File: config.mk
export PLATFORM = sky130hd
export DESIGN_NAME = json_string_escaper_flat
export DESIGN_NICKNAME = d
export VERILOG_FILES = /design/src/jse_pkg.sv /design/src/jse_in_if.sv /design/src/jse_out_if.sv /design/src/jse_front.sv /design/src/jse_queue.sv /design/src/jse_back.sv /design/src/json_string_escaper.sv /design/src/flat_wrapper.sv
export SDC_FILE = /design/constraint.sdc
export NUM_CORES = 1
export LEC_CHECK = 0
export ABC_AREA = 1
export ABC_CLOCK_PERIOD_IN_PS = 3300
export CAP_MARGIN = 20
export CORE_ASPECT_RATIO = 0.8
export CORE_MARGIN = 1
export CORE_UTILIZATION = 41
export DETAILED_ROUTE_END_ITERATION = 8
export DONT_BUFFER_PORTS = 1
export MAX_ROUTING_LAYER = met4
export PLACE_DENSITY_LB_ADDON = 0.08
export SETUP_SLACK_MARGIN = 0.3
export SLEW_MARGIN = 5
export SYNTH_ARGS = -nofsm -noshare
export SYNTH_HDL_FRONTEND = slang
export SYNTH_SLANG_ARGS = --single-unit
File: constraint.sdc
create_clock -name clk -period 3.3 [get_ports clk]
set_clock_uncertainty 0.1 [all_clocks]
set_input_delay 0.66 -clock clk [delete_from_list [all_inputs] [get_ports clk]]
set_output_delay 0.66 -clock clk [all_outputs]
set_load 0.01 [all_outputs]
File: src/jse_pkg.sv
// Types, character codes and helpers shared by the JSON string escaper.
// No dependencies; the front end, queue, back end and top level refer to this package.
`timescale 1ns / 1ps

package jse_pkg;

	// Body kinds: what the escaper emits for the character itself
	localparam logic [1:0] KIND_NONE  = 2'd0; // empty string, no body
	localparam logic [1:0] KIND_PLAIN = 2'd1; // unit passes unchanged
	localparam logic [1:0] KIND_PAIR  = 2'd2; // backslash + one character
	localparam logic [1:0] KIND_HEX   = 2'd3; // \u00XX

	// Character codes
	localparam logic [15:0] CH_QUOTE  = 16'h0022;
	localparam logic [15:0] CH_BSLASH = 16'h005C;
	localparam logic [15:0] CH_ZERO   = 16'h0030;
	localparam logic [15:0] CH_LC_A   = 16'h0061;
	localparam logic [15:0] CH_LC_B   = 16'h0062;
	localparam logic [15:0] CH_LC_F   = 16'h0066;
	localparam logic [15:0] CH_LC_N   = 16'h006E;
	localparam logic [15:0] CH_LC_R   = 16'h0072;
	localparam logic [15:0] CH_LC_T   = 16'h0074;
	localparam logic [15:0] CH_LC_U   = 16'h0075;

	// Control characters with a short escape
	localparam logic [15:0] CC_BS = 16'h0008;
	localparam logic [15:0] CC_HT = 16'h0009;
	localparam logic [15:0] CC_LF = 16'h000A;
	localparam logic [15:0] CC_FF = 16'h000C;
	localparam logic [15:0] CC_CR = 16'h000D;

	// Units below this value are control characters
	localparam logic [15:0] CTRL_LIMIT = 16'h0020;

	// One classified item: how to expand it into output units
	typedef struct packed {
		logic        open;     // opening quote first
		logic [1:0]  kind;     // body kind
		logic [15:0] body;     // character or escape letter
		logic        close;    // closing quote last
		logic [2:0]  last_idx; // index of the run's final unit
	} desc_t;

	// Lowercase hex digit
	function automatic logic [15:0] hex_digit(input logic [3:0] nib);
		logic [15:0] r;
		if (nib < 4'd10) begin
			r = CH_ZERO + {12'd0, nib};
		end else begin
			r = CH_LC_A + {12'd0, nib - 4'd10};
		end
		return r;
	endfunction

endpackage

File: src/jse_in_if.sv
// Input channel of the JSON string escaper: one code unit per beat.
// Depends on nothing.
`timescale 1ns / 1ps

interface jse_in_if;
	logic        valid;
	logic        ready;
	logic [15:0] code_unit;
	logic        first_unit;
	logic        last_unit;
	logic        empty_string;

	modport source(output valid, output code_unit, output first_unit,
		output last_unit, output empty_string, input ready);
	modport sink(input valid, input code_unit, input first_unit,
		input last_unit, input empty_string, output ready);
endinterface

File: src/jse_out_if.sv
// Output channel of the JSON string escaper: one quoted text unit per beat.
// Depends on nothing.
`timescale 1ns / 1ps

interface jse_out_if;
	logic        valid;
	logic        ready;
	logic [15:0] out_unit;
	logic        string_done;
	logic        run_last;

	modport source(output valid, output out_unit, output string_done,
		output run_last, input ready);
	modport sink(input valid, input out_unit, input string_done,
		input run_last, output ready);
endinterface

File: src/jse_front.sv
// Front end: accepts input beats and classifies each into a run descriptor.
// Depends on jse_pkg and jse_in_if.
`timescale 1ns / 1ps

module jse_front (
	jse_in_if.sink         text,
	input  logic           full,
	output logic           push,
	output jse_pkg::desc_t desc
);

	logic [15:0] c;
	logic [3:0]  body_len;
	logic [3:0]  run_len;

	assign c          = text.code_unit;
	assign text.ready = !full;
	assign push       = text.valid && !full;

	// Classify the unit
	always_comb begin
		desc.open  = text.first_unit;
		desc.close = text.last_unit;
		desc.body  = c;
		desc.kind  = jse_pkg::KIND_PLAIN;
		body_len   = 4'd1;
		if (text.empty_string) begin
			desc.open  = 1'b1;
			desc.close = 1'b1;
			desc.kind  = jse_pkg::KIND_NONE;
			body_len   = 4'd0;
		end else if (c == jse_pkg::CH_QUOTE || c == jse_pkg::CH_BSLASH) begin
			desc.kind = jse_pkg::KIND_PAIR;
			body_len  = 4'd2;
		end else if (c == jse_pkg::CC_BS) begin
			desc.kind = jse_pkg::KIND_PAIR;
			desc.body = jse_pkg::CH_LC_B;
			body_len  = 4'd2;
		end else if (c == jse_pkg::CC_FF) begin
			desc.kind = jse_pkg::KIND_PAIR;
			desc.body = jse_pkg::CH_LC_F;
			body_len  = 4'd2;
		end else if (c == jse_pkg::CC_LF) begin
			desc.kind = jse_pkg::KIND_PAIR;
			desc.body = jse_pkg::CH_LC_N;
			body_len  = 4'd2;
		end else if (c == jse_pkg::CC_CR) begin
			desc.kind = jse_pkg::KIND_PAIR;
			desc.body = jse_pkg::CH_LC_R;
			body_len  = 4'd2;
		end else if (c == jse_pkg::CC_HT) begin
			desc.kind = jse_pkg::KIND_PAIR;
			desc.body = jse_pkg::CH_LC_T;
			body_len  = 4'd2;
		end else if (c < jse_pkg::CTRL_LIMIT) begin
			desc.kind = jse_pkg::KIND_HEX;
			body_len  = 4'd6;
		end

		// Run length is 1..8 units, stored as its last index
		run_len       = body_len + {3'd0, desc.open} + {3'd0, desc.close};
		desc.last_idx = 3'(run_len - 4'd1);
	end

endmodule

File: src/jse_queue.sv
// Small descriptor queue between front end and back end.
// Depends on jse_pkg.
`timescale 1ns / 1ps

module jse_queue #(
	parameter int DEPTH = 4
) (
	input  logic           clk,
	input  logic           arst_n,
	input  logic           push,
	input  jse_pkg::desc_t wr_desc,
	input  logic           pop,
	output logic           full,
	output logic           head_valid,
	output jse_pkg::desc_t head
);

	localparam int PW = (DEPTH > 1) ? $clog2(DEPTH) : 1;
	localparam int CW = $clog2(DEPTH + 1);

	jse_pkg::desc_t mem_q [DEPTH];
	logic [PW-1:0]  wr_ptr_q;
	logic [PW-1:0]  rd_ptr_q;
	logic [CW-1:0]  count_q;

	assign full       = count_q == CW'(DEPTH);
	assign head_valid = count_q != '0;
	assign head       = mem_q[rd_ptr_q];

	// Pointers and fill count
	always_ff @(posedge clk or negedge arst_n) begin
		if (!arst_n) begin
			wr_ptr_q <= '0;
			rd_ptr_q <= '0;
			count_q  <= '0;
		end else begin
			if (push) begin
				wr_ptr_q <= (wr_ptr_q == PW'(DEPTH - 1)) ? '0 : wr_ptr_q + 1'b1;
			end
			if (pop) begin
				rd_ptr_q <= (rd_ptr_q == PW'(DEPTH - 1)) ? '0 : rd_ptr_q + 1'b1;
			end
			if (push && !pop) begin
				count_q <= count_q + 1'b1;
			end else if (pop && !push) begin
				count_q <= count_q - 1'b1;
			end
		end
	end

	// Storage
	always_ff @(posedge clk) begin
		if (push) begin
			mem_q[wr_ptr_q] <= wr_desc;
		end
	end

	a_no_overflow: assert property (@(posedge clk) disable iff (!arst_n)
		!(push && full)) else $error("queue written while full");
	a_no_underflow: assert property (@(posedge clk) disable iff (!arst_n)
		pop |-> head_valid) else $error("queue read while empty");
	a_count_bound: assert property (@(posedge clk) disable iff (!arst_n)
		count_q <= CW'(DEPTH)) else $error("queue count out of range");

endmodule

File: src/jse_back.sv
// Back end: expands the head descriptor into output units, one per beat.
// Depends on jse_pkg and jse_out_if.
`timescale 1ns / 1ps

module jse_back (
	input  logic           clk,
	input  logic           arst_n,
	input  logic           head_valid,
	input  jse_pkg::desc_t head,
	output logic           pop,
	jse_out_if.source      quoted
);

	logic [2:0]  idx_q;
	logic        valid_q;
	logic [15:0] unit_q;
	logic        done_q;
	logic        last_q;

	logic        load;
	logic        at_end;
	logic [2:0]  bp;
	logic [15:0] unit;

	assign load   = head_valid && (!valid_q || quoted.ready);
	assign at_end = idx_q == head.last_idx;
	assign pop    = load && at_end;
	assign bp     = idx_q - {2'd0, head.open};

	// Unit at the current position of the run
	always_comb begin
		unit = head.body;
		if (head.open && idx_q == 3'd0) begin
			unit = jse_pkg::CH_QUOTE;
		end else if (head.close && at_end) begin
			unit = jse_pkg::CH_QUOTE;
		end else begin
			case (head.kind)
				jse_pkg::KIND_PAIR: begin
					unit = (bp == 3'd0) ? jse_pkg::CH_BSLASH : head.body;
				end
				jse_pkg::KIND_HEX: begin
					case (bp)
						3'd0:    unit = jse_pkg::CH_BSLASH;
						3'd1:    unit = jse_pkg::CH_LC_U;
						3'd2:    unit = jse_pkg::CH_ZERO;
						3'd3:    unit = jse_pkg::CH_ZERO;
						3'd4:    unit = jse_pkg::hex_digit(head.body[7:4]);
						default: unit = jse_pkg::hex_digit(head.body[3:0]);
					endcase
				end
				default: unit = head.body;
			endcase
		end
	end

	// Run index and output valid
	always_ff @(posedge clk or negedge arst_n) begin
		if (!arst_n) begin
			idx_q   <= '0;
			valid_q <= 1'b0;
		end else begin
			if (load) begin
				valid_q <= 1'b1;
				idx_q   <= at_end ? 3'd0 : idx_q + 3'd1;
			end else if (quoted.ready) begin
				valid_q <= 1'b0;
			end
		end
	end

	// Output payload
	always_ff @(posedge clk) begin
		if (load) begin
			unit_q <= unit;
			done_q <= head.close && at_end;
			last_q <= at_end;
		end
	end

	assign quoted.valid       = valid_q;
	assign quoted.out_unit    = unit_q;
	assign quoted.string_done = done_q;
	assign quoted.run_last    = last_q;

	a_idx_in_run: assert property (@(posedge clk) disable iff (!arst_n)
		head_valid |-> idx_q <= head.last_idx) else $error("run index past run end");
	a_mid_run_head: assert property (@(posedge clk) disable iff (!arst_n)
		idx_q != 3'd0 |-> head_valid) else $error("head left mid-run");
	a_done_is_quote: assert property (@(posedge clk) disable iff (!arst_n)
		valid_q && done_q |-> unit_q == jse_pkg::CH_QUOTE && last_q)
		else $error("string end not on final closing quote");

endmodule

File: src/json_string_escaper.sv
// Top level of the JSON string escaper: front end, descriptor queue, back end.
// Depends on jse_pkg, jse_in_if, jse_out_if, jse_front, jse_queue, jse_back.
`timescale 1ns / 1ps

// The block takes one 16-bit code unit per beat on text and emits its
// JSON-quoted form on quoted, one unit per beat. A beat is taken in any cycle
// in which the descriptor queue (QUEUE_DEPTH entries) has room, independent of
// the output side; the back end then expands each item into one output unit
// for a plain unit, two for a two-character escape or six for a \u00XX escape,
// plus one for each quote it carries (at most 8 units). Sustained rate is set
// by that output sequencer: one item per cycle for plain text while quoted is
// ready. An accepted beat is written into the queue, then loaded into the
// output register.
module json_string_escaper #(
	parameter int QUEUE_DEPTH = 4
) (
	input  logic       clk,
	input  logic       arst_n,
	jse_in_if.sink     text,
	jse_out_if.source  quoted
);

	logic           push;
	logic           pop;
	logic           full;
	logic           head_valid;
	jse_pkg::desc_t wr_desc;
	jse_pkg::desc_t head;

	jse_front u_front (
		.text (text),
		.full (full),
		.push (push),
		.desc (wr_desc)
	);

	jse_queue #(
		.DEPTH (QUEUE_DEPTH)
	) u_queue (
		.clk        (clk),
		.arst_n     (arst_n),
		.push       (push),
		.wr_desc    (wr_desc),
		.pop        (pop),
		.full       (full),
		.head_valid (head_valid),
		.head       (head)
	);

	jse_back u_back (
		.clk        (clk),
		.arst_n     (arst_n),
		.head_valid (head_valid),
		.head       (head),
		.pop        (pop),
		.quoted     (quoted)
	);

endmodule
File: src/flat_wrapper.sv
// flat-port wrapper written by rule: the top's interface ports become plain ports
module json_string_escaper_flat 
#(
	parameter int QUEUE_DEPTH = 4
)
  (clk, arst_n, text_valid, text_code_unit, text_first_unit, text_last_unit, text_empty_string, text_ready, quoted_valid, quoted_out_unit, quoted_string_done, quoted_run_last, quoted_ready);
  jse_in_if text_i ();
  jse_out_if quoted_i ();
  input  logic clk;
  input  logic arst_n;
  input wire logic [$bits(text_i.valid)-1:0] text_valid;
  input wire logic [$bits(text_i.code_unit)-1:0] text_code_unit;
  input wire logic [$bits(text_i.first_unit)-1:0] text_first_unit;
  input wire logic [$bits(text_i.last_unit)-1:0] text_last_unit;
  input wire logic [$bits(text_i.empty_string)-1:0] text_empty_string;
  output wire logic [$bits(text_i.ready)-1:0] text_ready;
  output wire logic [$bits(quoted_i.valid)-1:0] quoted_valid;
  output wire logic [$bits(quoted_i.out_unit)-1:0] quoted_out_unit;
  output wire logic [$bits(quoted_i.string_done)-1:0] quoted_string_done;
  output wire logic [$bits(quoted_i.run_last)-1:0] quoted_run_last;
  input wire logic [$bits(quoted_i.ready)-1:0] quoted_ready;
  assign text_i.valid = text_valid;
  assign text_i.code_unit = text_code_unit;
  assign text_i.first_unit = text_first_unit;
  assign text_i.last_unit = text_last_unit;
  assign text_i.empty_string = text_empty_string;
  assign text_ready = text_i.ready;
  assign quoted_valid = quoted_i.valid;
  assign quoted_out_unit = quoted_i.out_unit;
  assign quoted_string_done = quoted_i.string_done;
  assign quoted_run_last = quoted_i.run_last;
  assign quoted_i.ready = quoted_ready;
  json_string_escaper #(.QUEUE_DEPTH(QUEUE_DEPTH)) u_core (.clk(clk), .arst_n(arst_n), .text(text_i), .quoted(quoted_i));
endmodule
==> results_dict.tcl, run 1 <==
set metrics [dict create \
    status "finished clean" \
    cts_root_buf "clkbuf_16" \
    dp_cells 733 \
    core_area_um2 13800 \
    critical_path_class "flip-flop to flip-flop" \
    vias 3870 \
    synth_cells 567 \
    die_x_um 137 \
    cts_tree "done" \
    p_leak_uw 0.00265 \
    layout-area-overhead-vs-synth_pct 12.2 \
    pre_cts_slack_ns 0.141 \
    grtUsageTotal_pct 18.9 \
    antenna-diode-count 0 \
    cts_buffers 17 \
    p_per_area_nw_per_um2 1070 \
    clock.fmax_ghz 0.363 \
    rsz0062_at_grt "no" \
    hold_viol_final 0 \
    cts_max_level 4 \
    end_kind "flip-flop" \
    clock_latency_ns 0.41 \
    grt_antenna_before_repair 0 \
    path_clk_slew_ns 0.05 \
    worstHoldPathCells 0 \
    fp-row-count 38 \
    timing.rr.start "u_core.u_queue.rd_ptr_q[0]$_DFFE_PN0P_" \
    tightest_slew_ns 0.640 \
    worst_ep_arrival_time_ns 2.94 \
    drt-wirelength-per-cell_um 16.1 \
    reg2reg_depth 15 \
    synth_edf_count 110 \
    drcViolationCount 0 \
    gp_congestion 0.890 \
    maxCapViolCount 0 \
    ant_nets 0 \
    layout.nets 618 \
    timing.hold.ws_ns 0.241 \
    port_buffers 0 \
    reg2reg_slack_ns 0.55 \
    boundaryPins 43 \
    final.setup.tns_ns 0 \
    grt_pass1_vias 3785 \
    layout-drive-gt1-share_pct 13.6 \
    setup_slack_ns 0.548 \
    dpl.hpwl_mm 8.49 \
    multi_input_comb_area_um2 1990 \
    cp_max_fo 33 \
    hp-start "text_code_unit[9]" \
    fillCellCount 1290 \
    grt_pass1_wl_mm 19.7 \
    syn-num-nets 610 \
    ys_warn_count 0 \
    r2r_end "u_core.u_queue.count_q[2]$_DFFE_PN0P_" \
    die_y_um 110 \
    routed_via_density 5.04 \
    drtPass1Iterations 5 \
    min_path_type "input port to flip-flop" \
    setup_viol 0 \
    post-synth-top-count-cell "nand2_1" \
    instances_no_fill 768 \
    ys_ff_latch 121 \
    synth_ff_type "edfxtp_1" \
    clock_sinks 121 \
    grt_max_degree 35 \
    relSlewSlack_pct 56.9 \
    slew_viol_final 0 \
    synth_common_cells "nand2_1, edfxtp_1, nand3_1, inv_1, nor2_1" \
    required_ns 3.49 \
    syn_area_per_cell_um2 10.5 \
    ir_drop_mv 0.450 \
    start_util_pct 42.9 \
    hold_path_end "u_core.u_queue.mem_q[0][13]$_DFFE_PP_" \
    period_minus_slack_ns 2.75 \
    ys_types 39 \
    min_period_over_period_pct 83.4 \
    netlist_area_um2 5940 \
    clockBufferDepth 2 \
    grt-ovfl-total 0 \
    seq_area_um2 3580 \
    synthDominantCellAreaShare_pct 55.6 \
    drt_iter0_drc 217 \
    synth.largest_area_cell "edfxtp_1" \
    worst_setup_path_start_kind "flip-flop" \
    synth_area_leaders "edfxtp_1, nand2_1, dfrtp_1" \
    ys_seq_area_share_pct 60.3 \
    wl_mm 12.4 \
    async_flop_share_pct 9.09 \
    dieArea_um2 15000 \
]
==> registers in the layout, indices dropped and copies added, names as in the netlist <==
register                          count
u_core.u_queue.rd_ptr_q               2
u_core.u_queue.wr_ptr_q               2
u_core.u_back.quoted.out_unit        16
u_core.u_back.idx_q                   3
u_core.u_back.quoted.run_last         1
u_core.u_queue.count_q                3
u_core.u_back.quoted.string_done      1
u_core.u_queue.mem_q                 92
u_core.u_back.quoted.valid            1
==> cell usage in the layout, fill, tap and decap left out, types with 2 or more instances in the layout <==
cell / n
a21oi_1: 19
a21oi_2: 3
a32o_1: 8
buf_4: 13
clkbuf_1: 6
clkbuf_16: 17
clkinv_1: 2
clkinv_2: 5
clkinv_4: 2
dfrtp_1: 11
edfxtp_1: 110
fa_1: 2
ha_1: 18
inv_1: 46
inv_2: 5
inv_4: 2
nand2_1: 157
nand2_2: 7
nand3_1: 49
nand4_1: 8
nor2_1: 31
nor2_2: 4
nor2_4: 3
nor3_1: 4
nor3_2: 7
o2111ai_1: 4
o21ai_0: 19
o21ai_1: 5
xnor2_1: 3
xor2_2: 3
==> area by class of cell <==
type	count	share of cell area [%]
inverter	54	3.12
sequential	121	53.7
multi-input combinational	365	29.8
tap	180	3.38
clock inverter	9	1.15
clock buffer	23	6.72
timing repair buffer	16	2.08
==> how the worst max path moves through the flow <==
stage / startpoint / endpoint / slack, ns / cells after the start
after global routing: text_code_unit[11] / u_core.u_queue.mem_q[1][2]$_DFFE_PP_ / 0.30 / 17
after global placement: text_code_unit[13] / u_core.u_queue.mem_q[0][2]$_DFFE_PP_ / 0.22 / 16
after CTS: u_core.u_queue.rd_ptr_q[0]$_DFFE_PN0P_ / u_core.u_queue.count_q[1]$_DFFE_PN0P_ / 0.37 / 14
after detailed placement: text_code_unit[13] / u_core.u_queue.mem_q[2][2]$_DFFE_PP_ / 0.14 / 16
after floorplan: quoted_ready / u_core.u_queue.count_q[1]$_DFFE_PN0P_ / 0.37 / 10
final: u_core.u_queue.rd_ptr_q[0]$_DFFE_PN0P_ / u_core.u_queue.count_q[2]$_DFFE_PN0P_ / 0.55 / 15
==> worst max-delay path: stages (launching register included) <==
cell and delay (ns):
dfrtp_1 0.42, inv_4 0.18, buf_12 0.22, nand2_1 0.07, nand3_1 0.06, nand2_1 0.11
xor2_2 0.18, nand3_2 0.16, nor2_4 0.06, inv_1 0.06, ha_1 0.14, inv_1 0.06
fa_1 0.38, a21oi_1 0.14, o21ai_0 0.12, xor2_1 0.15
==> kinds of logic after synthesis <==
logic type | after synthesis | synth area share (%)
AOI/OAI and AO/OA | 63 | 6.60
xor gates and xnor gates | 7 | 1.41
adders and majority gates | 20 | 4.47
buffers and inverters | 81 | 6.64
DFF | 121 | 60.3
and+or+nand+nor | 275 | 20.6
==> what timing repair did <==
item                                    4_1_cts  5_1_grt
endpoints found under the setup margin        0        4
gates resized for setup                       0        4
hold endpoints to repair                     11        0
hold buffers                                  1        0
buffers inserted                              0        2
==> power by group <==
group          switching [uW]  internal (uW)  leakage (uW)
clock network             620           1020      0.000260
logic                    2010           1030       0.00123
registers                 221           2230       0.00116
==> stage by stage <==
stage	instance area (um2)	power [uW]	util, %
after CTS	6640	7190	48.0
after global placement	6100	5490	44.1
final	6660	7140	48.2
after floorplan	5940	4870	-
after global routing	6660	7700	48.2
after detailed placement	6100	5510	44.1
==> per-layer routing <==
layer  GRT usage [%]  part of all wire [%]
met2            29.0                    46
met1            23.6                    48
met5               -                     0
met3            5.72                   4.8
met4            6.75                   1.5
No activity file was read; power rests on OpenSTA's default activity.
==> inputs of run 2 (changes only) <==
ABC_CLOCK_PERIOD_IN_PS = 2350   (was 3300)
clock period = 2.35 ns   (was 3.3 ns; I/O delays follow)
==> run 2 against run 1 <==
Compared with the run above: combinational power up 110%; worst hold slack lost 0.20 ns; first-iteration DRC count up 40%; die area did not move; routed wire length rose by 6.3%; critical path type unchanged; the flow now finishes with violations (setup timing); via count up 8.2%; count of clock-buffer cells in the layout decreased by 6; global-route usage increased by 1.1 points; critical path depth shrank 1; largest power group unchanged; total power is 73% higher; design area up 15%; fmax is 12% higher.
==> results_dict.tcl, run 2 (synthesis results as in run 1) <==
set metrics [dict create \
    dieArea_um2 15000 \
    grt_max_degree 37 \
    layout-drive-gt1-share_pct 32.5 \
    cts_buffers 17 \
    top_register "u_core.u_queue.mem_q" \
    layout-area-overhead-vs-synth_pct 29.1 \
    maxCapViolCount 0 \
    critical_path_class "flip-flop to flip-flop" \
    clock_sinks 121 \
    p_per_area_nw_per_um2 1610 \
    final_common_cell "nand2_1" \
    clock_latency_ns 0.42 \
    cp_max_fo 4 \
    pre_cts_slack_ns -0.364 \
    vias 4189 \
    ir_drop_mv 0.764 \
    gp_congestion 0.913 \
    cts_tree "done" \
    tightest_slew_ns 0.553 \
    relSlewSlack_pct 62.7 \
    clock.fmax_ghz 0.405 \
    use_met2_pct 28.1 \
    boundaryPins 43 \
    start_util_pct 42.9 \
    end_kind "flip-flop" \
    switching_power_uw 4710 \
    grtUsageTotal_pct 20.0 \
    antenna-diode-count 0 \
    hold_viol_final 0 \
    status "finished, violations left" \
    p_total_uw 12400 \
    dpl.hpwl_mm 8.88 \
    worst_setup_path_start_kind "flip-flop" \
    min_path_type "input port to flip-flop" \
    core_area_um2 13800 \
    final_cell_mix "nand2_1, edfxtp_1, buf_4" \
    largest_reg_flops 92 \
    port_buffers 0 \
    worst_ep_arrival_time_ns 2.67 \
    drtPass1Iterations 5 \
    power_frac_seq_pct 27.9 \
    grt_pass1_wl_mm 21.0 \
    gr-usage-met1_pct 27.5 \
    fp-row-count 38 \
    cts_root_buf "clkbuf_16" \
    drt-wirelength-per-cell_um 15.8 \
    routed_via_density 5.03 \
    path_clk_slew_ns 0.06 \
    die_y_um 110 \
    wl_mm 13.1 \
    setup_viol 12 \
    rsz0062_at_grt "yes" \
    grt_busiest_layer "met2" \
    required_ns 2.55 \
    die_x_um 137 \
    grt_pass1_vias 4078 \
    min_period_over_period_pct 105 \
    slew_viol_final 0 \
    period_minus_slack_ns 2.47 \
    internal_power_uw 7670 \
    layout.nets 682 \
    ant_nets 0 \
    cts_max_level 4 \
    setup_slack_ns -0.117 \
    p_comb_share_pct 50.7 \
    p_clk_share_pct 21.4 \
    p_leak_uw 0.00306 \
    grt_antenna_before_repair 0 \
    drt_iter0_drc 303 \
    drcViolationCount 0 \
    grt-ovfl-total 0 \
    violations "setup timing" \
    met3_usage_pct 6.22 \
    clockBufferDepth 2 \
    power_switching_share_pct 38.0 \
]
-- run 2: final timing paths --
check / from / endpoint / slack, ns / depth (start not counted)
min in group asynchronous: arst_n / u_core.u_queue.count_q[1]$_DFFE_PN0P_ / 0.37 / 1
worst max register to register: u_core.u_queue.rd_ptr_q[0]$_DFFE_PN0P_ / u_core.u_queue.count_q[1]$_DFFE_PN0P_ / -0.12 / 14
max in group asynchronous: arst_n / u_core.u_queue.rd_ptr_q[0]$_DFFE_PN0P_ / 1.38 / 1
worst min-delay path: text_code_unit[11] / u_core.u_queue.mem_q[2][15]$_DFFE_PP_ / 0.04 / 0
worst min register to register: u_core.u_queue.count_q[0]$_DFFE_PN0P_ / u_core.u_queue.count_q[0]$_DFFE_PN0P_ / 0.47 / 1
worst max-delay path: u_core.u_queue.rd_ptr_q[0]$_DFFE_PN0P_ / u_core.u_queue.count_q[1]$_DFFE_PN0P_ / -0.12 / 14
-- run 2: final cells by class --
cell class	count	area (um2)
Tap cell	180	225
Clock buffer	17	425
Clock inverter	15	183
Timing Repair Buffer	80	736
Inverter	54	215
Fill cell	1192	6170
Sequential cell	121	3580
Multi-Input combinational cell	365	2300
-- run 2: critical path: stages (launching register included) --
cell and delay, ns:
dfrtp_2 0.45, buf_6 0.15, buf_6 0.11, nand2_2 0.04, nand3_1 0.09, nand2_2 0.11
xor2_2 0.19, nand3_2 0.15, nor2_4 0.13, inv_2 0.05, ha_4 0.15, inv_4 0.05
fa_2 0.42, nor2_1 0.10, a21oi_1 0.05
-- run 2: timing repair --
item,in CTS,in global routing
setup endpoints to repair,27,28
pin swaps,40,23
hold buffers,1,0
buffers inserted,10,6
hold endpoints to repair,11,0
gates resized for setup,58,17
gates cloned,1,0
-- run 2: power by group through the flow --
| stage | logic [uW] | clock network, uW | registers (uW) |
|---|---|---|---|
| finish | 6270 | 2650 | 3450 |
| global route | 6940 | 2780 | 3520 |
| CTS | 6000 | 2690 | 3450 |
| detailed placement | 5260 | 0 | 3480 |
| global placement | 5200 | 0 | 3470 |
| floorplan | 3620 | 0 | 3420 |
-- run 2: through the flow --
stage | utilization, % | cell area, um2 | setup TNS, ns | instances | hold WS, ns
CTS | 54.6 | 7550 | -0.561 | 826 | 0.0295
global placement | 47.9 | 6630 | -6.15 | 782 | 0.0747
floorplan | - | 6080 | -2.34 | 567 | 0.0744
finish | 55.4 | 7660 | -0.403 | 832 | 0.0391
detailed placement | 47.9 | 6630 | -6.53 | 782 | 0.0746
global route | 55.4 | 7660 | -2.47 | 832 | 0.0196
-- run 2: layer usage --
layer	routed length (um)	vias to the layer above	part of all wire (%)
li1	-	2085	-
met1	6570	2000	50
met2	5870	94	45
met3	595	10	4.5
met4	110	0	0.84
met5	0	-	0
==> inputs of run 3 (changes only) <==
SETUP_SLACK_MARGIN = default   (was 0.3)
==> run 3 against run 2 <==
Compared with the run above: the flow still finishes with violations (setup timing); final cell count decreased by 0.24%; count of clock-buffer cells in the layout increased by 4; die area unchanged; worst hold slack improved by 0.015 ns; critical path depth decreased by 1; routed wire length increased by 2.3%; critical path type unchanged; critical endpoint is now u_core.u_back.quoted.out_unit[3]$_SDFFCE_PP0P_; largest cell class unchanged; highest routed layer unchanged.
==> results_dict.tcl, run 3 (synthesis results as in run 1) <==
set metrics [dict create \
    final.setup.tns_ns -0.207 \
    final_cell_mix "nand2_1, edfxtp_1, buf_4" \
    layout-area-overhead-vs-synth_pct 24.8 \
    status "finished, violations left" \
    antenna-diode-count 0 \
    internal_power_uw 7060 \
    min_path_type "input port to flip-flop" \
    crit_slowest_cell "dfrtp_2" \
    cts_max_level 4 \
    violations "setup timing" \
    final_common_cell "nand2_1" \
    gp_congestion 0.884 \
    p_leak_uw 0.00296 \
    path_cells "o21ai_1 -> o22ai_4 -> ha_2 -> ha_4 -> nand2_1 -> nand2_4 -> inv_2 -> nor2_1 -> nand2_1 -> nand2_2 -> or2_0 -> nand3_1 -> a21oi_2" \
    boundaryPins 43 \
    p_per_area_nw_per_um2 1560 \
    critical_path_class "flip-flop to flip-flop" \
    core_area_um2 13800 \
    power_switching_share_pct 38.9 \
    cts_buffers 17 \
    layout.nets 681 \
    critPathTopFamily "simple AND/OR/NAND/NOR gates" \
    largest_reg_flops 92 \
    rsz0062_at_grt "yes" \
    maxCapViolCount 0 \
    worst_setup_path_start_kind "flip-flop" \
    path_clk_slew_ns 0.05 \
    grt_pass1_vias 4047 \
    start_util_pct 42.9 \
    ant_nets 0 \
    drcViolationCount 0 \
    drtPass1Iterations 5 \
    min_period_over_period_pct 103 \
    dpl.hpwl_mm 9.07 \
    layout-drive-gt1-share_pct 28.8 \
    fp-row-count 38 \
    tightest_slew_ns 0.559 \
    port_buffers 0 \
    clock_latency_ns 0.41 \
    top_register "u_core.u_queue.mem_q" \
    routed_via_density 4.96 \
    cpMostUsedCell "nand2_1" \
    clock_sinks 121 \
    cts_tree "done" \
    max_stage_delay_ns 0.48 \
    design_area_um2 7410 \
    vias 4113 \
    hold_viol_final 0 \
    grt_max_degree 28 \
    clock.fmax_ghz 0.412 \
    die_y_um 110 \
    drt_iter0_drc 257 \
    grt_pass1_wl_mm 21.3 \
    ir_drop_mv 0.801 \
    setup_slack_ns -0.0786 \
    grt-ovfl-total 0 \
    cts_root_buf "clkbuf_16" \
    drt-wirelength-per-cell_um 16.2 \
    period_minus_slack_ns 2.43 \
    setup_viol 9 \
    relSlewSlack_pct 62.6 \
    required_ns 2.41 \
    cp_num_buf_inv 1 \
    cp_max_fo 6 \
    end_kind "flip-flop" \
    grtUsageTotal_pct 20.3 \
    switching_power_uw 4490 \
    slew_viol_final 0 \
    dieArea_um2 15000 \
    finalCoreUtilization_pct 53.6 \
    power_frac_seq_pct 30.1 \
    placed_cell_area_um2 6630 \
    die_x_um 137 \
    wl_mm 13.4 \
    p_clk_share_pct 20.8 \
    grt_antenna_before_repair 0 \
    worst_ep_arrival_time_ns 2.48 \
    clockBufferDepth 2 \
    p_comb_share_pct 49.0 \
]
==> run 3: changes by cell type in the layout (fill, tap and decap cells not counted), moves of 5 or more <==
cell and change:
nand2_1 +5, nand3_1 +6, buf_6 -10, nand2_4 -6, buf_4 +9, nand3_2 -6
==> run 3: path summary, 6_finish.rpt <==
kind / startpoint / endpoint / slack, ns / cells past startpoint
worst max-delay path: u_core.u_queue.rd_ptr_q[0]$_DFFE_PN0P_ / u_core.u_back.quoted.out_unit[3]$_SDFFCE_PP0P_ / -0.08 / 13
worst min-delay path: text_code_unit[11] / u_core.u_queue.mem_q[2][15]$_DFFE_PP_ / 0.05 / 0
worst max register to register: u_core.u_queue.rd_ptr_q[0]$_DFFE_PN0P_ / u_core.u_back.quoted.out_unit[3]$_SDFFCE_PP0P_ / -0.08 / 13
worst min register to register: u_core.u_queue.count_q[0]$_DFFE_PN0P_ / u_core.u_queue.count_q[0]$_DFFE_PN0P_ / 0.45 / 1
max in group asynchronous: arst_n / u_core.u_queue.rd_ptr_q[0]$_DFFE_PN0P_ / 1.35 / 1
min in group asynchronous: arst_n / u_core.u_queue.count_q[2]$_DFFE_PN0P_ / 0.39 / 1
==> run 3: through the flow <==
| step | setup WS (ns) | total power (uW) | hold slack, ns | cells |
|---|---|---|---|---|
| 5_1_grt | -0.182 | 12400 | 0.0329 | 830 |
| 3_3_place_gp | -0.397 | 8600 | 0.0747 | 790 |
| 3_5_place_dp | -0.438 | 8680 | 0.0746 | 790 |
| 4_1_cts | -0.0440 | 11400 | 0.0402 | 828 |
| 2_1_floorplan | -0.304 | 6930 | 0.0744 | 567 |
| 6_report | -0.0786 | 11500 | 0.0537 | 830 |
==> run 3: worst reg2reg max path, delay by kind of cell (launching register included) <==
kind                       cells  cell delay [ns]
DFF                            1             0.48
adders and majority gates      2             0.37
buffers and inverters          1             0.07
AOI/OAI and AO/OA              3             0.43
and+or+nand+nor                7             0.74
==> run 3: area by class of cell <==
type / count / area (um2)
Clock buffer: 21 / 440
Clock inverter: 10 / 104
Fill cell: 1220 / 6430
Inverter: 54 / 210
Multi-Input combinational cell: 365 / 2180
Sequential cell: 121 / 3580
Tap cell: 180 / 225
Timing Repair Buffer: 78 / 666
Timing Repair inverter: 1 / 7.51
==> run 3: layer usage <==
layer	wire (um)	vias to the layer above	GRT usage (%)
met4	146	0	8.02
met3	569	11	4.33
met1	6560	1939	27.0
met2	6170	81	30.2
li1	-	2082	-
met5	0	-	-
==> run 3: power groups by stage <==
stage	Combinational, uW	Clock (uW)	Sequential, uW
after floorplan	3510	0	3420
after global placement	5100	0	3510
after detailed placement	5180	0	3500
after CTS	5510	2450	3480
after global routing	6270	2550	3530
final	5660	2400	3480
==> run 3: timing repair <==
action / 4_1_cts / 5_1_grt
pin swaps: 21 / 23
cloned: 1 / 0
endpoints found under the setup margin: 26 / 26
hold buffers: 1 / 0
resized for setup: 22 / 22
hold endpoints to repair: 11 / 0
setup buffers: 6 / 3
